## config.mk

```make
export PLATFORM = sky130hd
export DESIGN_NAME = slinv_front
export DESIGN_NICKNAME = d
export VERILOG_FILES = /design/src/hdl/slinv_pkg.sv /design/src/hdl/slinv_front.sv
export SDC_FILE = /design/constraint.sdc
export NUM_CORES = 1
export LEC_CHECK = 0
export BUFFER_PORTS_ARGS = -buffer_cell sky130_fd_sc_hd__buf_2
export CAP_MARGIN = 20
export CORE_AREA = 5 5 104 106
export CTS_BUF_LIST = sky130_fd_sc_hd__clkbuf_4
export DETAILED_ROUTE_END_ITERATION = 6
export DIE_AREA = 0 0 109 111
export GPL_TIMING_DRIVEN = 1
export SLEW_MARGIN = 0
export SYNTH_ARGS = -nofsm -noshare
export SYNTH_HDL_FRONTEND = slang
export SYNTH_SLANG_ARGS = --single-unit
```

## constraint.sdc

```tcl
create_clock -name clk -period 2.15 [get_ports clk]
set_clock_uncertainty 0.1 [all_clocks]
set_input_delay 0.215 -clock clk [delete_from_list [all_inputs] [get_ports clk]]
set_output_delay 0.215 -clock clk [all_outputs]
set_load 0.01 [all_outputs]
```

## src/hdl/slinv_pkg.sv

```systemverilog
// ----------------------------------------------------------------------------
// slinv_pkg - shared types and constants of the slope limiter inverse
// Constants, the queue entry, arithmetic unit request/response and the
// state type of the back end sequencer.
// ----------------------------------------------------------------------------
package slinv_pkg;

    // default configuration
    localparam int DATA_WIDTH_DEF        = 32;
    localparam int RATIO_FRAC_BITS_DEF   = 28;
    localparam int BISECT_STEPS_DEF      = 32;
    localparam int MAX_ORDER_DEF         = 9;
    localparam int SEARCH_LIMIT_LOG2_DEF = 6;

    // internal fixed point words are 64 bits wide
    localparam logic [63:0] CAP63     = 64'h7FFF_FFFF_FFFF_FFFF;
    localparam logic [63:0] RATIO_CAP = 64'h3FFF_FFFF_FFFF_FFFF;

    // status codes
    localparam logic [2:0] ST_OK    = 3'd0;
    localparam logic [2:0] ST_SIGN  = 3'd1;
    localparam logic [2:0] ST_UNDER = 3'd2;
    localparam logic [2:0] ST_ONE   = 3'd3;
    localparam logic [2:0] ST_TWO   = 3'd4;
    localparam logic [2:0] ST_BELOW = 3'd5;

    // classified item between front and back end
    typedef struct packed {
        logic [63:0] dm;       // magnitude of difference
        logic [63:0] sm;       // magnitude of target slope
        logic [63:0] diff;     // raw difference bits, zero extended
        logic        dneg;
        logic        trivial;  // signs differ or an input is zero
        logic [3:0]  order;    // clamped limiter order
    } q_entry_t;

    // request to a multi-cycle arithmetic unit
    typedef struct packed {
        logic        start;
        logic [63:0] a;
        logic [63:0] b;
    } arith_req_t;

    // response from a multi-cycle arithmetic unit
    typedef struct packed {
        logic        done;
        logic [63:0] res;
    } arith_rsp_t;

    typedef enum logic [4:0] {
        S_IDLE,
        S_RATIO,
        S_ORD1,
        S_EXP,
        S_EXP_CHK,
        S_CROSS,
        S_CROSS_CHK,
        S_CROSS_END,
        S_BIS,
        S_BIS_CHK,
        S_FIN,
        S_FIN_W,
        S_EMIT,
        S_EV_START,
        S_EV_INV,
        S_EV_POW,
        S_EV_POW_W,
        S_EV_P,
        S_EV_T,
        S_EV_DEN,
        S_EV_DIV
    } back_state_t;

endpackage

```

## src/hdl/slinv_front.sv

```systemverilog
// ----------------------------------------------------------------------------
// slinv_front - input side of the slope limiter inverse
// Holds the order register, takes input transfers, splits sign and
// magnitude and flags items that need no search.
// ----------------------------------------------------------------------------
module slinv_front
    import slinv_pkg::*;
#(
    parameter int DATA_WIDTH = DATA_WIDTH_DEF,
    parameter int MAX_ORDER  = MAX_ORDER_DEF
)
(
    input  logic                  clk,
    input  logic                  rst_n,
    input  logic                  cfg_valid,
    output logic                  cfg_ready,
    input  logic [3:0]            cfg_data,
    input  logic                  in_valid,
    output logic                  in_ready,
    input  logic [DATA_WIDTH-1:0] in_diff,
    input  logic [DATA_WIDTH-1:0] in_slope,
    input  logic                  q_full,
    output logic                  q_push,
    output q_entry_t              q_data
);

    logic [3:0]            order_reg;
    logic [3:0]            order_clamped;
    logic                  dneg, sneg;
    logic [DATA_WIDTH-1:0] dabs, sabs;

    assign cfg_ready = 1'b1;

    always_ff @(posedge clk or negedge rst_n)
    begin
        if (!rst_n)
        begin
            order_reg <= 4'd1;
        end
        else if (cfg_valid)
        begin
            order_reg <= cfg_data;
        end
    end

    // order zero acts as one, large orders as the top order
    always_comb
    begin
        if (order_reg == 4'd0)
            order_clamped = 4'd1;
        else if (order_reg > 4'(MAX_ORDER))
            order_clamped = 4'(MAX_ORDER);
        else
            order_clamped = order_reg;
    end

    // sign and magnitude split
    assign dneg = in_diff[DATA_WIDTH-1];
    assign sneg = in_slope[DATA_WIDTH-1];
    assign dabs = dneg ? (~in_diff + 1'b1) : in_diff;
    assign sabs = sneg ? (~in_slope + 1'b1) : in_slope;

    assign in_ready = !q_full;
    assign q_push   = in_valid && !q_full;

    always_comb
    begin
        q_data.dm      = 64'(dabs);
        q_data.sm      = 64'(sabs);
        q_data.diff    = 64'(in_diff);
        q_data.dneg    = dneg;
        q_data.trivial = (in_diff == '0) || (in_slope == '0) || (dneg != sneg);
        q_data.order   = order_clamped;
    end

endmodule

```

==> out/qor.yml <==
outcome:
  outcome: "complete, but fails checks"
  violations: "setup timing"
logic_synthesis:
  avgSynthCellArea_um2: 7.29
  ys_seq_elements: 4
  synth_compound_area_frac: 0.151
  synth_area_leaders: "buf_4, xnor2_1, o41ai_1, o31ai_1, dfrtp_1"
  synth_top_family_by_area: "buffers and inverters"
  ys_warn_count: 0
  syn_inst: 356
  yosys.area_share.simple: 0.169
  synth_cell_types: 33
  synth-seq-area-share: 0.0390
  synthDominantCellAreaShare: 0.382
  synth_xor_area_frac: 0.199
  synthMuxAreaShare: 0.0173
  post-synth-top-area-cell: "buf_4"
  synthesis.area_um2: 2600
  synthAdderAreaFrac: 0.00964
worst_setup_path:
  cp.arrival_ns: 1.87
  crit_buf_inv: 3
  crit_chain: "buf_6 > or4_4 > buf_4 > or3_4 > o31ai_4 > xnor2_1 > buf_2"
  slowest_stage: "or4_4"
  end_kind: "primary output"
  path_delay_family: "simple AND/OR/NAND/NOR gates"
  cpPeakStageDelay_ns: 0.53
  critPathKind: "input pin to primary output"
  worst-path-max-fanout: 3
  critPathLaunchType: "input pin"
  required_ns: 1.84
  reg2reg_slack_ns: 1.25
finish:
  final_cell_mix: "buf_2, conb_1, xnor2_1, buf_4, nand2_1"
  fin_nets: 594
  syn_to_final_growth_pct: 36.4
  antenna-diode-count: 0
  layout-drive-gt1-share: 0.483
  layout_commonest_cell: "buf_2"
  largest_reg_flops: 4
sta:
  final.min_clock_period_ns: 2.19
  timing.fmax_mhz: 457
  holdWs_ns: 0.106
  hold_viol: 0
  setup_viol: 2
  timing.final.ws_setup_ns: -0.0362
  maxSlewViolCount: 0
  finalCritPeriodShare: 1.02
  rsz0062_at_grt: "true"
pwr:
  power.leakage_nw: 1.74
  intPower_mw: 0.484
  p_sw_frac: 0.498
  p_sw_mw: 0.480
  combPwrFrac: 0.783
  seqPwrFrac: 0.095
  clkPwrFrac: 0.121
  p_per_area_nw_per_um2: 272
  worst_ir_drop_vdd_uv: 256
cts:
  clk_latency_ns: 0.24
  clk_path_buf_depth: 2
  cts_sinks: 4
  htreeDepth: 1
  cts_tree: "done"
  cts-buffers-inserted: 3
  root_buffer: "clkbuf_4"
  clk_pin_slew_worst_paths_ns: 0.05
routing:
  wl_per_cell_um: 13.3
  wl_um: 8680
  route.detailed.drc: 0
  vias: 2764
  drt-pass1-iter-count: 4
  via_per_inst: 4.25
  ant_nets: 0
  drtIter0Drc: 102
floorplan:
  coreArea_um2: 9680
  die_h_um: 111
  num_io_pins: 274
  start_util: 0.268
  num_rows: 36
  fp.dieArea_um2: 12100
  dieWidth_um: 109
place:
  finalWeightedCongestion: 0.774
  port_buffers: 176
  dp_slack_ns: -0.276
  detailed_place_hpwl_um: 7270
grt:
  antenna_found_initial: 0
  grt_max_degree: 29
  grt_remaining_overflow: 0
  grt_usage: 0.121
  grt_pass1_wl_um: 12400
  grt_pass1_vias: 2622
job:
  drv_cap: 0
worst_hold_path:
  hold_class: "input pin to flop"
-- logic make-up (layout without fill, tap and decap cells) --
group	Yosys count	in the layout
other	2	97
AO/OA/AOI/OAI	54	54
adder cells (fa/ha/maj)	2	2
buffers and inverters	153	220
XOR/XNOR	59	59
flip-flops	4	4
multiplexers	4	4
AND/OR/NAND/NOR	78	78
-- metal layers --
layer	share of wire	global-route usage	vias to the layer above
met1	0.35	0.124	1267
met3	0.099	0.0192	6
met5	0	0	-
met4	0.0078	0.0194	0
met2	0.55	0.248	163
li1	-	-	1328
-- per-stage QoR --
step / instances / cell area, um2 / util / power (mW) / TNS, ns
2_1_floorplan: 451 / 2950 / - / 0.640 / 0
3_5_place_dp: 643 / 3170 / 0.327 / 0.801 / -0.540
4_1_cts: 648 / 3300 / 0.341 / 0.938 / -0.334
5_1_grt: 651 / 3540 / 0.366 / 1.04 / -0.250
6_report: 651 / 3540 / 0.366 / 0.964 / -0.0427
3_3_place_gp: 643 / 3170 / 0.327 / 0.796 / -0.428
-- cell type report --
cell class              instances  area, um2
fillers                      1035       6140
well taps                     133        166
multi-input cells             294       2070
repair buffers                207       1140
flip-flops and latches          4        101
inverters                       9       33.8
clock buffers                   4       30.0
-- synthesized netlist by cell type, drive strengths merged --
cell type	instances
conb	2
nor2	10
buf	132
nand3	3
and3	1
dfrtp	3
xnor2	58
a31o	1
nor4b	1
nor3	9
o21ai	14
ha	2
o41ai	19
or2	2
nor2b	3
or4	3
nand4b	3
nand4	3
o31ai	19
a21oi	1
or3	5
nor4	8
nand2	19
clkbuf	12
dfstp	1
inv	9
nand2b	6
xor2	1
nand3b	1
mux2	4
or3b	1
-- final timing paths --
| check | start | depth (start not counted) | to |
|---|---|---|---|
| setup / recovery | in_diff[26] | 7 | q_data[163] |
| hold / removal | cfg_data[3] | 2 | order_reg[3] |
| setup reg to reg | order_reg[3] | 1 | order_reg[3] |
| hold reg to reg | order_reg[1] | 1 | order_reg[1] |
| max in group asynchronous | rst_n | 2 | order_reg[0] |
| min in group asynchronous | rst_n | 2 | order_reg[2] |
-- power groups by stage --
stage                     Clock [mW]  Combinational (mW)  Sequential (mW)
final                          0.117               0.755           0.0920
after global routing           0.129               0.821           0.0936
after CTS                      0.122               0.724           0.0920
after detailed placement           0               0.708           0.0930
after global placement             0               0.703           0.0924
after floorplan                    0               0.550           0.0904
-- what timing repair did --
item / 4_1_cts / 5_1_grt
setup endpoints to repair: 9 / 26
hold buffers: 1 / 0
resized for setup: 13 / 33
setup buffers: 1 / 3
pin swaps: 5 / 13
endpoints found under the hold margin: 4 / 0
(Power assumes the default switching activity.)
