File: config.mk
export PLATFORM = sky130hd
export DESIGN_NAME = slinv_mul
export DESIGN_NICKNAME = d
export VERILOG_FILES = /design/src/hdl/slinv_pkg.sv /design/src/hdl/slinv_mul.sv
export SDC_FILE = /design/constraint.sdc
export NUM_CORES = 2
export LEC_CHECK = 0
export ABC_AREA = 0
export BUFFER_PORTS_ARGS = -buffer_cell sky130_fd_sc_hd__buf_2
export CORE_UTILIZATION = 57
export DETAILED_ROUTE_END_ITERATION = 8
export PLACE_DENSITY = 0.74
export SYNTH_ARGS = -nofsm -noshare
export SYNTH_HDL_FRONTEND = slang
export SYNTH_SLANG_ARGS = --single-unit
File: constraint.sdc
create_clock -name clk -period 24.4 [get_ports clk]
set_clock_uncertainty 0.15 [all_clocks]
set_input_delay 7.32 -clock clk [delete_from_list [all_inputs] [get_ports clk]]
set_output_delay 7.32 -clock clk [all_outputs]
set_load 0.01 [all_outputs]
File: src/hdl/slinv_pkg.sv
// ----------------------------------------------------------------------------
// slinv_pkg - shared types and constants of the slope limiter inverse
// Constants, the queue entry, arithmetic unit request/response and the
// state type of the back end sequencer.
// ----------------------------------------------------------------------------
package slinv_pkg;

    // default configuration
    localparam int DATA_WIDTH_DEF        = 32;
    localparam int RATIO_FRAC_BITS_DEF   = 28;
    localparam int BISECT_STEPS_DEF      = 32;
    localparam int MAX_ORDER_DEF         = 9;
    localparam int SEARCH_LIMIT_LOG2_DEF = 6;

    // internal fixed point words are 64 bits wide
    localparam logic [63:0] CAP63     = 64'h7FFF_FFFF_FFFF_FFFF;
    localparam logic [63:0] RATIO_CAP = 64'h3FFF_FFFF_FFFF_FFFF;

    // status codes
    localparam logic [2:0] ST_OK    = 3'd0;
    localparam logic [2:0] ST_SIGN  = 3'd1;
    localparam logic [2:0] ST_UNDER = 3'd2;
    localparam logic [2:0] ST_ONE   = 3'd3;
    localparam logic [2:0] ST_TWO   = 3'd4;
    localparam logic [2:0] ST_BELOW = 3'd5;

    // classified item between front and back end
    typedef struct packed {
        logic [63:0] dm;       // magnitude of difference
        logic [63:0] sm;       // magnitude of target slope
        logic [63:0] diff;     // raw difference bits, zero extended
        logic        dneg;
        logic        trivial;  // signs differ or an input is zero
        logic [3:0]  order;    // clamped limiter order
    } q_entry_t;

    // request to a multi-cycle arithmetic unit
    typedef struct packed {
        logic        start;
        logic [63:0] a;
        logic [63:0] b;
    } arith_req_t;

    // response from a multi-cycle arithmetic unit
    typedef struct packed {
        logic        done;
        logic [63:0] res;
    } arith_rsp_t;

    typedef enum logic [4:0] {
        S_IDLE,
        S_RATIO,
        S_ORD1,
        S_EXP,
        S_EXP_CHK,
        S_CROSS,
        S_CROSS_CHK,
        S_CROSS_END,
        S_BIS,
        S_BIS_CHK,
        S_FIN,
        S_FIN_W,
        S_EMIT,
        S_EV_START,
        S_EV_INV,
        S_EV_POW,
        S_EV_POW_W,
        S_EV_P,
        S_EV_T,
        S_EV_DEN,
        S_EV_DIV
    } back_state_t;

endpackage

File: src/hdl/slinv_mul.sv
// ----------------------------------------------------------------------------
// slinv_mul - shared fixed point multiplier
// 64 by 64 product from four 32 by 32 partial products, scaled down by
// the fraction bits and saturated at 2^63-1.
// ----------------------------------------------------------------------------
module slinv_mul
    import slinv_pkg::*;
#(
    parameter int RATIO_FRAC_BITS = RATIO_FRAC_BITS_DEF
)
(
    input  logic       clk,
    input  logic       rst_n,
    input  arith_req_t req,
    output arith_rsp_t rsp
);

    logic [63:0]  a_reg, b_reg;
    logic [127:0] acc_reg, acc_next;
    logic [63:0]  pp_reg, pp_next;
    logic [1:0]   sel_reg, sel_next;
    logic [2:0]   cnt_reg, cnt_next;
    logic         busy_reg, busy_next;
    logic         done_reg, done_next;
    logic [63:0]  res_reg, res_next;
    logic [31:0]  pa, pb;
    logic [127:0] shr;

    assign pa  = sel_next[1] ? a_reg[63:32] : a_reg[31:0];
    assign pb  = sel_next[0] ? b_reg[63:32] : b_reg[31:0];
    assign shr = acc_reg >> RATIO_FRAC_BITS;

    // partial product and accumulate sequence
    always_comb
    begin
        acc_next  = acc_reg;
        pp_next   = pp_reg;
        sel_next  = cnt_reg[1:0];
        cnt_next  = cnt_reg;
        busy_next = busy_reg;
        done_next = 1'b0;
        res_next  = res_reg;
        if (req.start)
        begin
            acc_next  = '0;
            cnt_next  = 3'd0;
            busy_next = 1'b1;
        end
        else if (busy_reg)
        begin
            if (cnt_reg != 3'd0 && cnt_reg != 3'd5)
            begin
                acc_next = acc_reg + (128'(pp_reg) << (7'd32 * ({6'd0, sel_reg[1]}
                           + {6'd0, sel_reg[0]})));
            end
            if (cnt_reg < 3'd4)
            begin
                pp_next = 64'(pa) * 64'(pb);
            end
            cnt_next = cnt_reg + 3'd1;
            if (cnt_reg == 3'd5)
            begin
                busy_next = 1'b0;
                done_next = 1'b1;
                res_next  = (|shr[127:63]) ? CAP63 : shr[63:0];
            end
        end
    end

    always_ff @(posedge clk or negedge rst_n)
    begin
        if (!rst_n)
        begin
            busy_reg <= 1'b0;
            done_reg <= 1'b0;
            cnt_reg  <= 3'd0;
        end
        else
        begin
            busy_reg <= busy_next;
            done_reg <= done_next;
            cnt_reg  <= cnt_next;
        end
    end

    always_ff @(posedge clk)
    begin
        if (req.start)
        begin
            a_reg <= req.a;
            b_reg <= req.b;
        end
        acc_reg <= acc_next;
        pp_reg  <= pp_next;
        sel_reg <= sel_next;
        res_reg <= res_next;
    end

    assign rsp.done = done_reg;
    assign rsp.res  = res_reg;

endmodule

==> impl_summary.txt <==
----------------------------------------------------
[GRT]
  First-pass GRT wire length ... 283,000 um
  Antenna violations before repair ... 7
  Maximum number of pins on one net before global-route repair ... 82
  Aggregate global routing overflow ... 0
  Total global-route track usage ... 39.0%
  Number of global-route vias before repair ... 46.5k

[CTS]
  Clock H-tree levels ... 2
  TritonCTS clock tree ... built
  Clock Pin Slew Worst Setup and Hold Paths ... 0.06 ns
  Number of clock sinks ... 391
  Number of hold buffers added after CTS ... 0
  Buffers inserted during post-CTS setup optimization ... 0
  Number of gates resized after CTS ... 0
  Clk_lat worst skew ... 0.66 ns
  CTS Root Cell ... clkbuf_16
  Worst-case clock buffer depth ... 3
  Number of buffers added by the clock tree synthesis step ... 44

[Detailed routing]
  Wire length per cell ... 25.4 um
  Per-cell via count in the routed design ... 6.06
  Number of DRC violations after detailed-routing iteration 0 ... 3,922
  Number of iterations in the first detailed-routing pass ... 6
  Count of nets left with antenna violations after detail routing ... 0
  Aggregate routed wire length ... 190,000 um
  Vias ... 45.2k
  Remaining design rule violation count ... 0

[Synthesis]
  Number of synthesis warnings ... 0
  Post-synthesis share of cell area spent on and, or, nand and nor gates ... 15.1%
  Fraction of registers with async set/reset ... 1.28%
  Synth Register Bits ... 391
  Top-area cell type share of the netlist area ... 32.4%
  Post-synthesis share of cell area spent on xor and xnor gates ... 2.86%
  Mean cell area of the mapped netlist ... 9.00 um2
  Netlist area before placement ... 55,400 um2
  Post-Syn Nets ... 7,575
  Cell variety after synth ... 83
  Multiplexer area fraction after synthesis ... 3.09%
  Most area-consuming cells after synthesis ... fa_1 (32%), edfxtp_1 (14%), ha_1 (8.9%), inv_1 (6.3%), nand2_1 (5.4%)
  Count of flip-flops with a built-in enable after synthesis ... 256
  Post-Syn Instances ... 6,153
  Dominant combinational cell family by area after synthesis ... adder cells
  Post-synthesis sequential area ratio ... 18.8%
  Arithmetic-cell share of the synthesized area counting full adders, half adders and majority gates ... 41.3%
  Post-synthesis compound-gate area fraction ... 10.3%
  Commonest register cell after synthesis ... edfxtp_1
  Area leader, netlist ... fa_1

[Timing]
  Pins Over Slew Limit ... 0
  Sum of negative setup slack ... 0 ns
  Post-Route Hold Slack ... 0.308 ns
  Final critical path time including I/O delays and setup ... 10.30 ns
  Slew headroom ... 12.6%
  Number of failing hold endpoints at the final stage ... 0
  Final critical-path share of the clock period ... 42.2%
  Highest clock rate ... 97.1 MHz
  Total setup violations reported at the end of the flow ... 0
  Slew @ Worst Pin ... 1.28 ns
  Unrepaired setup endpoints after global routing ... false

[Setup path]
  Crit Path Class ... reg2reg
  Maximum single-stage delay on the critical path ... 1.02 ns
  Critical Path Start ... cnt_reg[1]
  Critical path endpoint category ... flop
  Cell seen most often among critical-path stages ... fa_1
  Reg2Reg Launch Point ... cnt_reg[1]
  Worst reg2reg endpoint ... pp_reg[60]
  CP startpoint kind ... flop
  Family of cells with the greatest summed delay on the critical path ... adder cells
  Worst path slowest cell ... mux2i_4
  Highest fanout seen on the critical path ... 51
  R2R Setup Slk ... 14.10 ns
  Reg2Reg Depth ... 26
  Number of buffer and inverter stages on the critical path ... 5
  Instance count on the critical path ... 26
  Data required time at the worst endpoint ... 24.65 ns
  Worst EP arrival ... 10.55 ns

[Placed design]
  Global placement routability congestion ... 1.03
  PortBufs ... 195
  Sum of net half-perimeters after detailed placement ... 144,000 um

[Finish]
  Final #Nets ... 7,574
  Commonest non-fill, non-tap cell in the layout ... inv_1
  Flip-flop count of the largest register after layout ... 128
  Syn-to-layout area delta ... 6.75%
  Leading cell types in the layout, fill and taps excluded ... inv_1 (936), fa_1 (897), nand2_1 (796)
  Share of post-route cells with drive strength above 1 ... 8.02%

[Flow run]
  Maximum capacitance violations ... 0

[Floorplan]
  Total I/O pin count ... 196
  Die outline height ... 314 um
  Core Footprint ... 95,600 um2
  Horizontal extent of the die ... 314 um
  Initial standard-cell utilization of the core ... 58.0%
  Die area ... 98,400 um2
  Floorplan row count ... 113

[Hold path]
  End of the worst hold path ... acc_reg[17]
  Class of the tightest hold or removal check ... reg2reg
  Number of cells traversed by the worst hold path ... 2
  Beginning of the worst hold path ... acc_reg[17]

[Status]
  Status ... finished, final reports clean

----------------------------------------------------
## worst max-delay path by stage
stage / endpoint / slack (ns)
3_5_place_dp: pp_reg[60] / 14.22
5_1_grt: pp_reg[60] / 13.83
4_1_cts: pp_reg[60] / 14.22
2_1_floorplan: res_reg[0] / 13.40
3_3_place_gp: pp_reg[60] / 14.35
6_report: pp_reg[60] / 14.10
## per-stage QoR
step	std cells	worst slack (ns)	util, %	instance area (um2)
after floorplan	6153	13.40	-	55400
final	7456	14.10	61.9	59100
after global routing	7454	13.83	61.9	59100
after detailed placement	7371	14.22	60.3	57600
after global placement	7371	14.35	60.3	57600
after CTS	7452	14.22	61.9	59100
## cell type report
type	count	area [um2]
Multi-Input combinational cell	4502	40500
Fill cell	8349	36400
Sequential cell	391	10400
Inverter	936	3510
Timing Repair Buffer	277	1600
Tap cell	1265	1580
Clock buffer	50	1120
Clock inverter	31	417
Antenna cell	4	10.0
## worst min-delay path: stages (launching register included)
cell	delay [ns]
dfxtp_1	0.31
nand2_1	0.05
a21oi_1	0.05
## kinds of logic (layout without fill, tap and decap cells)
kind of cell / count (synthesis) / in the layout
and+or+nand+nor: 1963 / 1963
DFF: 391 / 391
xor gates and xnor gates: 181 / 181
adders and majority gates: 1291 / 1291
other: 1 / 5
buffers and inverters: 1260 / 1294
AOI/OAI and AO/OA: 903 / 903
muxes: 163 / 163
## metal layers
metal	up-vias	share of wire, %	GRT usage, %
li1	19600	-	-
met1	21900	35	46.0
met2	2852	44	60.5
met3	794	13	12.9
met4	10	8.4	26.8
met5	-	0.035	0
## synth_stat cells, types with 91 or more instances
cell type,count
a21o_1,116
a21oi_1,337
clkbuf_1,277
dfxtp_1,130
edfxtp_1,256
fa_1,897
ha_1,394
inv_1,936
mux2i_1,98
nand2_1,796
nand4_1,91
nor2_1,761
o21ai_0,184
xnor2_1,108
Power is not shown: default switching activity piles up to over one toggle a cycle in this logic, so the estimate is an artifact.
