$ cat config.mk
export PLATFORM = sky130hd
export DESIGN_NAME = slinv_div
export DESIGN_NICKNAME = d
export VERILOG_FILES = /design/src/hdl/slinv_pkg.sv /design/src/hdl/slinv_div.sv
export SDC_FILE = /design/constraint.sdc
export NUM_CORES = 1
export LEC_CHECK = 0
export BUFFER_PORTS_ARGS = -buffer_cell sky130_fd_sc_hd__buf_2
export CAP_MARGIN = 20
export CORE_ASPECT_RATIO = 0.6
export CORE_MARGIN = 10
export CORE_UTILIZATION = 38
export DETAILED_ROUTE_END_ITERATION = 10
export PLACE_DENSITY = 0.64
export SYNTH_ARGS = -nofsm -noshare
export SYNTH_HDL_FRONTEND = slang
export SYNTH_SLANG_ARGS = --single-unit
$ cat constraint.sdc
create_clock -name clk -period 6 [get_ports clk]
set_input_delay 0.3 -clock clk [delete_from_list [all_inputs] [get_ports clk]]
set_output_delay 0.3 -clock clk [all_outputs]
set_load 0.03 [all_outputs]
$ cat src/hdl/slinv_pkg.sv
// ----------------------------------------------------------------------------
// slinv_pkg - shared types and constants of the slope limiter inverse
// Constants, the queue entry, arithmetic unit request/response and the
// state type of the back end sequencer.
// ----------------------------------------------------------------------------
package slinv_pkg;

    // default configuration
    localparam int DATA_WIDTH_DEF        = 32;
    localparam int RATIO_FRAC_BITS_DEF   = 28;
    localparam int BISECT_STEPS_DEF      = 32;
    localparam int MAX_ORDER_DEF         = 9;
    localparam int SEARCH_LIMIT_LOG2_DEF = 6;

    // internal fixed point words are 64 bits wide
    localparam logic [63:0] CAP63     = 64'h7FFF_FFFF_FFFF_FFFF;
    localparam logic [63:0] RATIO_CAP = 64'h3FFF_FFFF_FFFF_FFFF;

    // status codes
    localparam logic [2:0] ST_OK    = 3'd0;
    localparam logic [2:0] ST_SIGN  = 3'd1;
    localparam logic [2:0] ST_UNDER = 3'd2;
    localparam logic [2:0] ST_ONE   = 3'd3;
    localparam logic [2:0] ST_TWO   = 3'd4;
    localparam logic [2:0] ST_BELOW = 3'd5;

    // classified item between front and back end
    typedef struct packed {
        logic [63:0] dm;       // magnitude of difference
        logic [63:0] sm;       // magnitude of target slope
        logic [63:0] diff;     // raw difference bits, zero extended
        logic        dneg;
        logic        trivial;  // signs differ or an input is zero
        logic [3:0]  order;    // clamped limiter order
    } q_entry_t;

    // request to a multi-cycle arithmetic unit
    typedef struct packed {
        logic        start;
        logic [63:0] a;
        logic [63:0] b;
    } arith_req_t;

    // response from a multi-cycle arithmetic unit
    typedef struct packed {
        logic        done;
        logic [63:0] res;
    } arith_rsp_t;

    typedef enum logic [4:0] {
        S_IDLE,
        S_RATIO,
        S_ORD1,
        S_EXP,
        S_EXP_CHK,
        S_CROSS,
        S_CROSS_CHK,
        S_CROSS_END,
        S_BIS,
        S_BIS_CHK,
        S_FIN,
        S_FIN_W,
        S_EMIT,
        S_EV_START,
        S_EV_INV,
        S_EV_POW,
        S_EV_POW_W,
        S_EV_P,
        S_EV_T,
        S_EV_DEN,
        S_EV_DIV
    } back_state_t;

endpackage

$ cat src/hdl/slinv_div.sv
// ----------------------------------------------------------------------------
// slinv_div - shared fixed point divider
// Restoring division, one quotient bit per cycle, floor(a*2^F/b)
// saturated at 2^63-1, zero divisor gives the saturation value.
// ----------------------------------------------------------------------------
module slinv_div
    import slinv_pkg::*;
#(
    parameter int RATIO_FRAC_BITS = RATIO_FRAC_BITS_DEF
)
(
    input  logic       clk,
    input  logic       rst_n,
    input  arith_req_t req,
    output arith_rsp_t rsp
);

    localparam int ITER = 64 + RATIO_FRAC_BITS;
    localparam int CW   = $clog2(ITER + 1);

    logic [63:0]   a_reg, a_next;
    logic [63:0]   b_reg;
    logic [63:0]   rem_reg, rem_next;
    logic [63:0]   q_reg, q_next;
    logic          sat_reg, sat_next;
    logic [CW-1:0] cnt_reg, cnt_next;
    logic          busy_reg, busy_next;
    logic          done_reg, done_next;
    logic [63:0]   res_reg, res_next;
    logic [63:0]   rs;
    logic          ge;

    // one restoring step
    assign rs = {rem_reg[62:0], a_reg[63]};
    assign ge = rem_reg[63] || (rs >= b_reg);

    always_comb
    begin
        a_next    = a_reg;
        rem_next  = rem_reg;
        q_next    = q_reg;
        sat_next  = sat_reg;
        cnt_next  = cnt_reg;
        busy_next = busy_reg;
        done_next = 1'b0;
        res_next  = res_reg;
        if (req.start)
        begin
            a_next    = req.a;
            rem_next  = '0;
            q_next    = '0;
            sat_next  = 1'b0;
            cnt_next  = '0;
            busy_next = 1'b1;
        end
        else if (busy_reg)
        begin
            if (b_reg == '0)
            begin
                busy_next = 1'b0;
                done_next = 1'b1;
                res_next  = CAP63;
            end
            else
            begin
                a_next   = {a_reg[62:0], 1'b0};
                rem_next = ge ? (rs - b_reg) : rs;
                sat_next = sat_reg | q_reg[62];
                q_next   = {q_reg[62:0], ge};
                cnt_next = cnt_reg + 1'b1;
                if (cnt_reg == CW'(ITER - 1))
                begin
                    busy_next = 1'b0;
                    done_next = 1'b1;
                    res_next  = (sat_reg | q_reg[62]) ? CAP63 : {q_reg[62:0], ge};
                end
            end
        end
    end

    always_ff @(posedge clk or negedge rst_n)
    begin
        if (!rst_n)
        begin
            busy_reg <= 1'b0;
            done_reg <= 1'b0;
            cnt_reg  <= '0;
        end
        else
        begin
            busy_reg <= busy_next;
            done_reg <= done_next;
            cnt_reg  <= cnt_next;
        end
    end

    always_ff @(posedge clk)
    begin
        if (req.start)
        begin
            b_reg <= req.b;
        end
        a_reg   <= a_next;
        rem_reg <= rem_next;
        q_reg   <= q_next;
        sat_reg <= sat_next;
        res_reg <= res_next;
    end

    assign rsp.done = done_reg;
    assign rsp.res  = res_reg;

endmodule

==> flow_metrics.py <==
metrics = {
    "timing": {
        "worst_slack_ns": 1.56,
        "worst_slew_pin_slew_ns": 1.08,
        "minimum_period_implied_by_the_final_worst_setup_slack_ns": 4.44,
        "finalCritPeriodShare": 0.740,
        "totalNegativeSetupSlack_ns": 0,
        "unrepaired_setup_endpoints_after_global_routing": "false",
        "fmax_mhz": 225,
        "tightest_hold_margin_ns": 0.0619,
        "final-max-slew-violation-count": 0,
        "worst_clock_skew_ns": 0.0203,
        "worst_slew_margin_relative_to_its_limit": 0.270,
        "setup-violations-final": 0,
        "timing.final.hold_violations": 0,
    },
    "worst_setup_path": {
        "critPathRequiredTime_ns": 6.39,
        "crit_path_start_kind": "flip-flop",
        "crit_slowest_cell": "nor4_2",
        "reg_to_reg_slack_setup_ns": 1.56,
        "worstReg2RegEnd": "rem_reg[44]",
        "worstRegToRegCells": 8,
        "worstSetupPathType": "flip-flop to flip-flop",
        "critPathMaxFanout": 14,
        "crit_path_start": "b_reg[63]",
        "timing.critical_path.to": "rem_reg[44]",
        "arrival_time_of_data_at_the_critical_path_endpoint_ns": 4.83,
        "reg_to_reg_critical_path_startpoint": "b_reg[63]",
        "worst_setup_path_end_kind": "flip-flop",
        "crit_path_max_incr_delay_ns": 0.82,
        "cp_cell_sequence": "nor4_1 > nand4_1 > nor4_2 > nand2b_1 > nor2_4 > and2_0 > a22oi_1 > o21ai_0",
    },
    "synth": {
        "ys_types": 73,
        "synth.yosys.warnings": 0,
        "syn-mean-instance-area_um2": 10.9,
        "register_bit_count_reported_by_yosys": 329,
        "syn_nets": 1660,
        "yosysSeqAreaShare": 0.535,
        "cell_area_after_technology_mapping_um2": 16000,
        "synthDominantCellAreaShare": 0.361,
        "synth_top_cells_by_area": "edfxtp_1, dfxtp_1, ha_1",
        "synth-main-ff-cell": "edfxtp_1",
        "synthDominantAreaCellType": "edfxtp_1",
        "synth_edf_count": 192,
        "share_of_synthesized_registers_carrying_an_async_set_or_reset": 0.0274,
        "syn-instance-count": 1463,
    },
    "clocking": {
        "cts_buffers": 35,
        "cts-root-buf": "clkbuf_16",
        "cts_tree": "built",
        "cts_sinks": 329,
        "cts.htree.levels": 2,
        "post-cts-setup-buffer-count": 0,
        "clock_tree.buffer_depth": 3,
        "clk_latency_ns": 0.54,
        "clock_pin_transition_on_the_worst_setup_and_hold_timing_paths_ns": 0.06,
    },
    "drt": {
        "drcViolationCount": 0,
        "first_iter_violations": 1079,
        "route.detailed.vias_per_inst": 5.24,
        "route.antenna.remaining_nets": 0,
        "first_pass_iters": 5,
        "routed-via-count": 12000,
        "detail_route.wl_per_cell_um": 18.5,
        "routed_wirelength_mm": 42.4,
    },
    "global_route": {
        "antenna_found_initial": 8,
        "first_global_vias": 12000,
        "wire_length_of_the_first_global_routing_pass_mm": 66.7,
        "gr-total-overflow": 0,
        "grt_max_degree": 91,
        "gr-usage-all-layers": 0.162,
    },
    "layout": {
        "synthToLayoutAreaGrowth_pct": 20.3,
        "nNetsFinal": 1888,
        "postLayoutCellArea_um2": 19200,
        "utilization": 0.461,
        "post_route_cells_drive_above_1_share": 0.213,
        "fin_cells": 2291,
    },
    "floorplanning": {
        "initial_cell_density_of_the_core": 0.383,
        "floorplan.core_area_um2": 41700,
        "ioPinCount": 196,
        "floorplan.die_area_um2": 51000,
        "floorplan.die.width_um": 285,
        "die_height_um": 179,
        "placementRows": 58,
    },
    "placement": {
        "port-buffer-count": 195,
        "post_dp_cell_area_um2": 17400,
        "globalplace.congestion": 0.909,
        "placed_cells": 2159,
        "dpl_worst_slack_ns": 1.70,
        "dp_hpwl_mm": 30.2,
    },
    "flow_run": {
        "drv.max_cap_violation_count": 0,
    },
    "pwr": {
        "design_power_total_mw": 7.65,
        "power.ir.vdd_worst_mv": 0.192,
        "cellLeakagePower_nw": 8.07,
        "power.density_nw_per_um2": 398,
    },
    "outcome": {
        "result_of_the_run": "finished clean",
    },
    "hold_path": {
        "worstHoldPathType": "input port to flip-flop",
    },
}
## critical path, delay by kind of cell, from the launching register on
kind,cells,cell delay (ns)
AO/OA/AOI/OAI,2,0.40
flip-flops,1,0.47
AND/OR/NAND/NOR,6,3.41
## area by class of cell
class	instances	area [um^2]
repair buffers	270	1710
well taps	570	713
clock inverters	21	186
flip-flops and latches	329	8550
multi-input cells	973	6800
fillers	3898	22500
inverters	82	308
clock buffers	42	965
diodes	4	10.0
## report_power, final
group / switching, mW / total [mW] / leakage (nW) / internal, mW
clock: 0.922 / 2.17 / 0.567 / 1.25
combinational: 1.57 / 2.59 / 4.43 / 1.02
sequential: 0.222 / 2.89 / 3.08 / 2.67
## synth_stat cells (3+ instances only)
master,count
nand4_1,29
mux2_2,64
nor2_1,81
o211a_1,5
a21oi_1,109
nor4_1,21
o31ai_1,6
dfrtp_1,9
o21bai_1,8
xor2_1,35
o22ai_1,4
nand3_1,19
and2_1,3
a21o_1,22
a21oi_2,8
a31oi_1,10
buf_6,4
edfxtp_1,192
a21boi_0,3
xnor2_1,26
nor2b_1,4
a22o_1,77
and3_1,12
o21a_1,6
dfxtp_1,128
a211oi_1,14
nand2_1,88
inv_1,81
buf_2,16
clkbuf_1,55
o211ai_1,6
ha_1,65
o21ai_1,18
nor3_1,22
nor2_2,3
o21ai_0,68
nand2b_1,74
buf_4,3
o21ai_2,4
a22oi_1,14
## worst min-delay path by stage
stage | cells after the start | start | slack [ns] | to
global route | 2 | req[125] | 0.03 | a_reg[61]
finish | 2 | req[64] | 0.06 | a_reg[0]
detailed placement | 1 | rst_n | 0.17 | cnt_reg[0]
floorplan | 0 | rst_n | 0.004 | busy_reg
global placement | 1 | rst_n | 0.17 | cnt_reg[6]
CTS | 2 | req[90] | 0.03 | a_reg[26]
## routing by layer
layer | vias to the layer above | wire length (um) | global-route usage
met5 | - | 47 | 0.00768
met4 | 6 | 744 | 0.0382
met1 | 5686 | 20100 | 0.231
li1 | 5852 | - | -
met3 | 56 | 3740 | 0.0484
met2 | 408 | 17800 | 0.238
## placed cells by master (no fill, tap or decap), drive strengths merged, types with 15 or more instances in the layout
master,Yosys,routed
nor3,24,24
o21ai,90,90
edfxtp,192,192
nand3,19,19
nand2b,74,74
dlygate4sd3,0,65
xor2,35,35
nand4,29,29
inv,82,83
dfxtp,128,128
clkbuf,55,42
ha,65,65
a211oi,16,16
xnor2,26,26
clkinv,0,15
a21o,22,22
mux2,64,64
a22o,77,77
buf,24,205
nor4,23,23
a21oi,117,117
nor2,84,84
nand2,89,89
## cells by family after synthesis
group / count (synthesis) / share of synthesized area
xor+xnor: 61 / 0.0334
buf+inv: 161 / 0.0416
fa+ha+maj: 66 / 0.0521
compound gates: 409 / 0.174
mux: 66 / 0.0463
other cells: 1 / 0.000234
simple gates: 370 / 0.117
flops: 329 / 0.535
## timing repair
action,4_1_cts,5_1_grt
hold buffers,65,0
resized for setup,0,0
hold endpoints to repair,73,0
Power figures use the tool's default switching activity.
