### src/hdl/slinv_pkg.sv
// ----------------------------------------------------------------------------
// slinv_pkg - shared types and constants of the slope limiter inverse
// Constants, the queue entry, arithmetic unit request/response and the
// state type of the back end sequencer.
// ----------------------------------------------------------------------------
package slinv_pkg;

    // default configuration
    localparam int DATA_WIDTH_DEF        = 32;
    localparam int RATIO_FRAC_BITS_DEF   = 28;
    localparam int BISECT_STEPS_DEF      = 32;
    localparam int MAX_ORDER_DEF         = 9;
    localparam int SEARCH_LIMIT_LOG2_DEF = 6;

    // internal fixed point words are 64 bits wide
    localparam logic [63:0] CAP63     = 64'h7FFF_FFFF_FFFF_FFFF;
    localparam logic [63:0] RATIO_CAP = 64'h3FFF_FFFF_FFFF_FFFF;

    // status codes
    localparam logic [2:0] ST_OK    = 3'd0;
    localparam logic [2:0] ST_SIGN  = 3'd1;
    localparam logic [2:0] ST_UNDER = 3'd2;
    localparam logic [2:0] ST_ONE   = 3'd3;
    localparam logic [2:0] ST_TWO   = 3'd4;
    localparam logic [2:0] ST_BELOW = 3'd5;

    // classified item between front and back end
    typedef struct packed {
        logic [63:0] dm;       // magnitude of difference
        logic [63:0] sm;       // magnitude of target slope
        logic [63:0] diff;     // raw difference bits, zero extended
        logic        dneg;
        logic        trivial;  // signs differ or an input is zero
        logic [3:0]  order;    // clamped limiter order
    } q_entry_t;

    // request to a multi-cycle arithmetic unit
    typedef struct packed {
        logic        start;
        logic [63:0] a;
        logic [63:0] b;
    } arith_req_t;

    // response from a multi-cycle arithmetic unit
    typedef struct packed {
        logic        done;
        logic [63:0] res;
    } arith_rsp_t;

    typedef enum logic [4:0] {
        S_IDLE,
        S_RATIO,
        S_ORD1,
        S_EXP,
        S_EXP_CHK,
        S_CROSS,
        S_CROSS_CHK,
        S_CROSS_END,
        S_BIS,
        S_BIS_CHK,
        S_FIN,
        S_FIN_W,
        S_EMIT,
        S_EV_START,
        S_EV_INV,
        S_EV_POW,
        S_EV_POW_W,
        S_EV_P,
        S_EV_T,
        S_EV_DEN,
        S_EV_DIV
    } back_state_t;

endpackage

### src/hdl/slinv_fifo.sv
// ----------------------------------------------------------------------------
// slinv_fifo - two entry queue between front and back end
// Register based queue of classified items, push and pop may happen in the same cycle.
// ----------------------------------------------------------------------------
module slinv_fifo
    import slinv_pkg::*;
(
    input  logic     clk,
    input  logic     rst_n,
    input  logic     push,
    input  q_entry_t push_data,
    output logic     full,
    input  logic     pop,
    output logic     not_empty,
    output q_entry_t pop_data
);

    q_entry_t   mem_reg [2];
    logic       wr_ptr_reg, wr_ptr_next;
    logic       rd_ptr_reg, rd_ptr_next;
    logic [1:0] cnt_reg, cnt_next;

    assign full      = (cnt_reg == 2'd2);
    assign not_empty = (cnt_reg != 2'd0);
    assign pop_data  = mem_reg[rd_ptr_reg];

    // pointer and fill count update
    always_comb
    begin
        wr_ptr_next = wr_ptr_reg ^ push;
        rd_ptr_next = rd_ptr_reg ^ pop;
        cnt_next    = cnt_reg + {1'b0, push} - {1'b0, pop};
    end

    always_ff @(posedge clk or negedge rst_n)
    begin
        if (!rst_n)
        begin
            wr_ptr_reg <= 1'b0;
            rd_ptr_reg <= 1'b0;
            cnt_reg    <= 2'd0;
        end
        else
        begin
            wr_ptr_reg <= wr_ptr_next;
            rd_ptr_reg <= rd_ptr_next;
            cnt_reg    <= cnt_next;
        end
    end

    // entry storage
    always_ff @(posedge clk)
    begin
        if (push)
        begin
            mem_reg[wr_ptr_reg] <= push_data;
        end
    end

endmodule

### config.mk
export PLATFORM = sky130hd
export DESIGN_NAME = slinv_fifo
export DESIGN_NICKNAME = d
export VERILOG_FILES = /design/src/hdl/slinv_pkg.sv /design/src/hdl/slinv_fifo.sv
export SDC_FILE = /design/constraint.sdc
export NUM_CORES = 1
export LEC_CHECK = 0
export CAP_MARGIN = 20
export CORE_ASPECT_RATIO = 0.7
export CORE_UTILIZATION = 30
export CTS_BUF_LIST = sky130_fd_sc_hd__clkbuf_4 sky130_fd_sc_hd__clkbuf_8
export CTS_CLUSTER_DIAMETER = 30
export DETAILED_ROUTE_END_ITERATION = 12
export DONT_BUFFER_PORTS = 1
export SLEW_MARGIN = 20
export SYNTH_ARGS = -nofsm -noshare
export SYNTH_HDL_FRONTEND = slang
export SYNTH_SLANG_ARGS = --single-unit
### constraint.sdc
create_clock -name clk -period 5.3 [get_ports clk]
set_input_delay 0.53 -clock clk [delete_from_list [all_inputs] [get_ports clk]]
set_output_delay 0.53 -clock clk [all_outputs]
set_load 0.01 [all_outputs]
==> results of run 1 <==
==> cells in the mapped netlist <==
cell      instances
edfxtp_1        396
mux2_4          100
mux2_2           98
buf_6            14
buf_2             8
dfrtp_1           4
ha_1              4
inv_1             4
nor2b_1           1
or2_2             1
xor2_1            1
xor3_1            1
==> cell type report <==
class                           instances  area share [%]
Clock inverter                         40            2.46
Inverter                                4          0.0778
Multi-Input combinational cell        206            14.1
Antenna cell                            1          0.0130
Timing Repair Buffer                  207            10.9
Sequential cell                       400            62.2
Clock buffer                           91            6.04
Tap cell                              655            4.25
==> per-stage QoR <==
| step | hold slack (ns) | cells |
|---|---|---|
| floorplan | 0.234 | 632 |
| global placement | 0.235 | 1271 |
| detailed placement | 0.235 | 1271 |
| CTS | 0.125 | 1603 |
| global route | 0.156 | 1604 |
| finish | 0.204 | 1604 |
==> where the power goes <==
group          switching, W  leakage, nW  internal (W)
registers          0.000170         3.76       0.00421
clock network       0.00127        0.834       0.00195
logic               0.00141         2.16       0.00112
==> logic make-up (layout without fill, tap and decap cells) <==
family / Yosys count / after routing / synth area share, %
xor gates and xnor gates: 2 / 2 / 0.218
adders and majority gates: 4 / 4 / 0.336
buffers and inverters: 26 / 342 / 1.43
DFF: 400 / 400 / 80.5
muxes: 198 / 198 / 17.5
other: 0 / 1 / 0
and+or+nand+nor: 2 / 2 / 0.0840
==> per-layer routing <==
metal,vias to the layer above,wire length (microns),part of all wire (%),GRT usage [%]
met4,0,749,2.5,5.11
met1,3420,11200,38,12.6
met5,-,0,0,0
met2,326,14300,48,18.1
met3,61,3300,11,5.82
li1,3061,-,-,-
==> worst register-to-register path, delay by kind of cell, from the launching register on <==
family	cells	cell delay, ns
adder cells (fa/ha/maj)	1	0.59
buffers and inverters	2	0.76
flip-flops	1	0.40
==> worst max path at each step <==
stage                           from             to  slack, ns  cells after the start
after global routing      rd_ptr_reg  pop_data[187]       2.09                      2
after floorplan                 push  mem_reg[1][0]       1.79                      1
after CTS                 rd_ptr_reg  pop_data[187]       2.17                      2
after global placement    rd_ptr_reg  pop_data[183]       2.96                      2
after detailed placement  rd_ptr_reg  pop_data[187]       2.90                      2
final                     rd_ptr_reg  pop_data[187]       2.24                      2
==> timing repair <==
action	CTS	global route
hold buffers	201	0
setup endpoints to repair	0	0
endpoints found under the hold margin	403	0
==> reports/metrics.cfg, run 1 <==
[worst_setup_path]
cpLargestDelayFamily = buffers and inverters
critPathMaxFanout = 71
critPathRequiredTime_ns = 4.77
path_cells = buf_4 > mux2_2
worst_setup_path_end_kind = output pin
arrival_ns = 2.53
slowest_stage = buf_4
worst-path-buf-inv = 1
ff2ff_setup_slack_ns = 3.10
r2r-start = wr_ptr_reg
r2r_cells = 3
start_kind = flop
slowest_delay_ns = 0.77
critical_path_class = flop to output pin
reg2reg_to = mem_reg[0][126]

[clock_tree]
cts_buffer_depth = 3
clkSlewWorstSetupHoldPaths_ns = 0.06
cts_buffers = 74
cts_tree = built
htreeDepth = 3
clkSinkCount = 400
cts_setup_buffers = 0
ctsResizeCount = 0
root_buffer = clkbuf_8
insertion_delay_ns = 0.61

[pwr]
powerDensity_mw_per_mm2 = 525
peakVddDrop_mv = 0.356
finalPower_w = 0.0101
leakagePower_nw = 6.76

[detailed_routing]
via_per_inst = 4.28
ant_nets = 0
drcViolationCount = 0
wl_microns = 29500
wl_per_cell_microns = 18.4
drtIter0Drc = 277
dr.pass1.iters = 4
num_vias = 6868

[layout]
drive_gt1_share_pct = 34.7
multiInputGateArea_sq_mm = 0.00273
largest_reg_flops = 396
final_cell_mix = edfxtp_1, dlygate4sd3_1, mux2_4, mux2_2, clkbuf_8
fin_nets = 1099
seq_area_sq_mm = 0.0120
final_area_sq_mm = 0.0193
fillers = 4318
layout_commonest_cell = edfxtp_1
final_util_pct = 39.8
area_growth_pct = 29.4

[logic_synthesis]
synthesis.area_sq_mm = 0.0149
synth_cell_type_count = 12
yosysWarnings = 0
seq_area_frac_synth_pct = 80.5
synth_top_cell_by_area = edfxtp_1
netlist.area_leader.share_pct = 79.8
synth.avg_cell_area_sq_um = 23.6
ys_ff_latch = 400
yosys-top-cells-area = edfxtp_1, mux2_4, mux2_2
synth_nets = 838
syn_inst = 632

[floorplanning]
num_io_pins = 402
coreArea_sq_mm = 0.0485
rows = 67
dieArea_sq_mm = 0.0506
fp.dieH_microns = 188
initial_core_util_pct = 30.8
die_w_microns = 268

[place]
place_ws_ns = 2.90
gp_congestion = 0.737
place_area_sq_mm = 0.0156
numPortBuffers = 0
hpwl_microns = 17600

[sta]
period_share_pct = 57.7
period_needed_ns = 3.06
tightestPinTransition_ns = 0.998
drv_slew = 0
fin_ws_ns = 2.24
hold_viol = 0
fmax_ghz = 0.327
clock_skew_ns = 0.0291
fin_setup_tns_ns = 0
setup_viol = 0
relSlewSlack_pct = 33.5
rsz0062_at_grt = false

[run_status]
status = finished, final reports clean

[flow_run]
cap_violations = 0

[global_routing]
first_global_vias = 7446
grt_pass1_wl_microns = 43400
grt_max_degree = 114
antenna_found_initial = 1
grt_use_total_pct = 11.3
grt-ovfl-total = 0

[worst_hold_path]
hold_path_class = primary input to async pin

Note: power is estimated with default switching activity, not from simulation.
==> run 2: changes to the inputs <==
clock period = 2.8 ns   (was 5.3 ns; I/O delays follow)
==> run 2 against run 1 <==
Against the previous run: largest power group unchanged; combinational power rose by 100%; clock skew fell by 0.015 ns; register-to-register slack got worse by 2.1 ns; highest routed layer unchanged; final cell count rose by 1.3%.
==> reports/metrics.cfg, run 2 (synthesized netlist as in run 1, its figures left out) <==
[sta]
clock_skew_ns = 0.0144
drv_slew = 0
tightestPinTransition_ns = 0.710
period_needed_ns = 2.51
hold_ws_ns = 0.242
setup_viol = 0
relSlewSlack_pct = 52.7
fin_setup_tns_ns = 0
rsz0062_at_grt = false
fmax_ghz = 0.398
hold_viol = 0
period_share_pct = 89.7

[floorplanning]
fp.dieH_microns = 188
dieArea_sq_mm = 0.0506
die_w_microns = 268
initial_core_util_pct = 30.8
coreArea_sq_mm = 0.0485
rows = 67
num_io_pins = 402

[detailed_routing]
via_per_inst = 4.25
drcViolationCount = 0
wl_per_cell_microns = 19.0
dr.pass1.iters = 4
drtIter0Drc = 332
num_vias = 6913
ant_nets = 0
wl_microns = 30900

[worst_setup_path]
critPathRequiredTime_ns = 2.52
slowest_stage = dfrtp_4
start_kind = flop
slowest_delay_ns = 0.85
critPathMaxFanout = 42
critical_path_class = flop to output pin
path_cells = buf_12 > mux2_4
worst_setup_path_end_kind = output pin
arrival_ns = 2.23

[layout]
final_area_sq_mm = 0.0194
antenna_cells = 0
fin_nets = 1124
layout_commonest_cell = edfxtp_1
finalNonFillerCells = 1625
final_cell_mix = edfxtp_1, dlygate4sd3_1, mux2_4, mux2_2, clkbuf_8
largest_reg_flops = 396
seq_area_sq_mm = 0.0120
fillers = 4339
area_growth_pct = 30.2
drive_gt1_share_pct = 36.0
multiInputGateArea_sq_mm = 0.00273

[clock_tree]
clkSlewWorstSetupHoldPaths_ns = 0.06
cts_buffer_depth = 3
cts_setup_buffers = 0
insertion_delay_ns = 0.59
htreeDepth = 3
clkSinkCount = 400
cts_buffers = 69
ctsResizeCount = 0
cts_tree = built
root_buffer = clkbuf_8

[global_routing]
grt-ovfl-total = 0
antenna_found_initial = 0
grt_pass1_wl_microns = 45200
grt_use_total_pct = 11.9
first_global_vias = 7703
grt_max_degree = 56

[place]
hpwl_microns = 20100
dp.cells = 1300
place_area_sq_mm = 0.0159
numPortBuffers = 0
gp_congestion = 0.744

[pwr]
leakagePower_nw = 6.85
powerDensity_mw_per_mm2 = 972
finalPower_w = 0.0189
peakVddDrop_mv = 0.645

[run_status]
status = finished, final reports clean

[worst_hold_path]
hold_path_class = primary input to flop

[flow_run]
cap_violations = 0

-- run 2: per-layer routing --
layer  wire length, microns  part of all wire [%]  vias up  track usage [%]
li1                       -                     -     3117                -
met1                  11700                    38     3416             12.9
met2                  15000                    49      324             19.8
met3                   3450                    11       56             5.97
met4                    731                   2.4        0             4.87
met5                      0                     0        -                0
-- run 2: final cells by class --
type	count	area share (%)
tap	655	4.22
sequential	400	61.8
inverter	4	0.0774
timing repair buffer	237	12.4
clock buffer	88	5.66
clock inverter	35	1.77
multi-input combinational	206	14.0
-- run 2: what timing repair did --
item                                    4_1_cts  5_1_grt
endpoints found under the setup margin        0        0
hold buffers                                202        0
endpoints found under the hold margin       404        0
-- run 2: path summary, 6_finish.rpt --
check	startpoint	endpoint	slack (ns)	cells after the start
worst min-delay path	push	mem_reg[1][24]	0.24	1
max in group asynchronous	rst_n	rd_ptr_reg	2.10	2
worst max register to register	wr_ptr_reg	mem_reg[0][153]	1.05	3
worst min register to register	cnt_reg[1]	cnt_reg[1]	0.65	1
min in group asynchronous	rst_n	cnt_reg[0]	0.50	2
worst max-delay path	rd_ptr_reg	pop_data[113]	0.29	2
-- run 2: critical path, delay by kind of cell (launching register included) --
family / cells / cell delay, ns
buffers and inverters: 1 / 0.36
DFF: 1 / 0.85
muxes: 1 / 0.36
-- run 2: per-stage QoR --
step           setup slack, ns  utilization [%]
6_report                 0.289             40.1
5_1_grt                  0.124             40.1
4_1_cts                  0.167             40.1
3_5_place_dp             0.873             32.9
2_1_floorplan            0.442                -
3_3_place_gp             0.905             32.9
-- run 2: where the power goes --
part           switching, W  leakage [nW]  internal, W  total (W)
Clock               0.00232         0.746      0.00316    0.00548
Combinational       0.00271          2.34      0.00234    0.00505
Sequential         0.000408          3.76      0.00793    0.00834
==> run 3: changes to the inputs <==
REMOVE_ABC_BUFFERS = 1   (was not set)
==> run 3 against run 2 <==
Against the previous run: combinational power fell by 1%; non-clock buffer count down 11; routed wire length shrank 2.8%; worst setup slack worse by 0.020 ns; register-to-register slack better by 0.04 ns; sequential power barely moved; hold slack better by 0.051 ns; clock-buffer cell count did not move; first-iteration DRC count shrank 8.1%; utilization decreased by 0.18 points; largest power group unchanged; highest routed layer is now met5.
==> reports/metrics.cfg, run 3 (synthesized netlist as in run 1, its figures left out) <==
[detailed_routing]
wl_per_cell_microns = 18.6
via_per_inst = 4.22
dr_wl_met3_microns = 3130
num_vias = 6819
highest_layer = met5
wl_microns = 30000
dr.pass1.iters = 5
drcViolationCount = 0
ant_nets = 0
drtIter0Drc = 305
wl_met2_microns = 14800
wl_met1_microns = 11400

[clock_tree]
clkSlewWorstSetupHoldPaths_ns = 0.06
clkSinkCount = 400
insertion_delay_ns = 0.59
root_buffer = clkbuf_8
cts_buffers = 69
ctsResizeCount = 0
cts_setup_buffers = 0
cts_tree = built
htreeDepth = 3
cts_buffer_depth = 3

[sta]
drv_slew = 0
period_needed_ns = 2.53
clock_skew_ns = 0.0203
rsz0062_at_grt = false
relSlewSlack_pct = 52.8
hold_viol = 0
fmax_ghz = 0.395
setup_viol = 0
tightestPinTransition_ns = 0.708
hold_ws_ns = 0.293
period_share_pct = 90.4

[place]
numPortBuffers = 0
gp_congestion = 0.726
hpwl_microns = 19200
place_area_sq_mm = 0.0159

[pwr]
netSwitchingFraction_pct = 28.6
leakagePower_nw = 6.79
p_int_w = 0.0134
peakVddDrop_mv = 0.655
p_sw_w = 0.00535
powerDensity_mw_per_mm2 = 969
p_comb_share_pct = 26.6
clkPwrFrac_pct = 28.9
p_seq_share_pct = 44.5

[layout]
largest_reg_flops = 396
fillers = 4318
final_area_sq_mm = 0.0193
area_growth_pct = 29.6
fin_nets = 1113
layout_commonest_cell = edfxtp_1
final_cell_mix = edfxtp_1, dlygate4sd3_1, mux2_4, mux2_2, clkbuf_8
drive_gt1_share_pct = 34.9

[worst_setup_path]
critical_path_class = flop to output pin
critPathRequiredTime_ns = 2.52
ff2ff_setup_slack_ns = 1.09
slowest_stage = dfrtp_4
critPathMaxFanout = 37
worst-path-buf-inv = 1
slowest_delay_ns = 0.88
worst_setup_path_end_kind = output pin
start_kind = flop
cpLargestDelayFamily = flip-flops
reg2reg_to = mem_reg[0][111]
r2r-start = wr_ptr_reg
path_cells = buf_12 > mux2_2
critical_path_depth = 2
arrival_ns = 2.25
r2r_cells = 3

[worst_hold_path]
hold_path_end = mem_reg[1][184]
whs_path_depth = 2
hp-start = push
hold_path_class = primary input to flop

[floorplanning]
num_io_pins = 402
fp.dieH_microns = 188
rows = 67
coreArea_sq_mm = 0.0485
die_w_microns = 268
dieArea_sq_mm = 0.0506
initial_core_util_pct = 30.8

[global_routing]
grt_pass1_wl_microns = 43600
antenna_found_initial = 4
first_global_vias = 7403
grt_max_degree = 103
grt_use_total_pct = 11.5
grt-ovfl-total = 0

[run_status]
status = finished, final reports clean

[flow_run]
cap_violations = 0

==> run 3: how the worst max path moves through the flow <==
stage	slack, ns	end	startpoint
after global placement	0.86	pop_data[18]	rd_ptr_reg
after global routing	0.12	pop_data[48]	rd_ptr_reg
after floorplan	-3.89	pop_data[0]	rd_ptr_reg
after CTS	0.14	pop_data[25]	rd_ptr_reg
after detailed placement	0.83	pop_data[25]	rd_ptr_reg
final	0.27	pop_data[25]	rd_ptr_reg
==> run 3: final cells by class <==
| type | instances | area [sq um] | area share [%] |
|---|---|---|---|
| diodes | 3 | 7.51 | 0.0389 |
| clock buffers | 88 | 1100 | 5.69 |
| clock inverters | 33 | 319 | 1.65 |
| inverters | 4 | 15.0 | 0.0777 |
| multi-input cells | 206 | 2730 | 14.1 |
| flip-flops and latches | 400 | 12000 | 62.1 |
| well taps | 655 | 820 | 4.24 |
| repair buffers | 226 | 2340 | 12.1 |
==> run 3: through the flow <==
stage	setup WS (ns)	util, %	setup TNS, ns	total power, W	instances
after floorplan	-3.89	-	-1844.53	0.0114	610
after CTS	0.140	39.9	0	0.0190	1612
final	0.269	39.9	0	0.0187	1615
after detailed placement	0.829	32.8	0	0.0133	1289
after global placement	0.865	32.8	0	0.0132	1289
after global routing	0.117	39.9	0	0.0196	1614
==> run 3: timing repair <==
| item | 4_1_cts | 5_1_grt |
|---|---|---|
| hold endpoints to repair | 404 | 0 |
| setup endpoints to repair | 0 | 0 |
| hold buffers | 202 | 0 |
==> run 3: worst register-to-register path: stages, from the launching register on <==
cell     delay (ns)
dfrtp_1        0.40
inv_1          0.10
ha_4           0.41
buf_12         0.39
==> run 3: power by group through the flow <==
stage | clock (W) | combinational, W | sequential (W)
6_report | 0.00540 | 0.00498 | 0.00834
5_1_grt | 0.00586 | 0.00529 | 0.00845
4_1_cts | 0.00560 | 0.00507 | 0.00835
3_5_place_dp | 0 | 0.00478 | 0.00847
3_3_place_gp | 0 | 0.00477 | 0.00842
2_1_floorplan | 0 | 0.00266 | 0.00874
==> run 3: layer usage <==
| layer | global-route usage [%] | vias up |
|---|---|---|
| met1 | 12.5 | 3379 |
| met3 | 5.80 | 49 |
| met2 | 18.8 | 299 |
| met5 | 0 | - |
| met4 | 4.74 | 4 |
| li1 | - | 3088 |
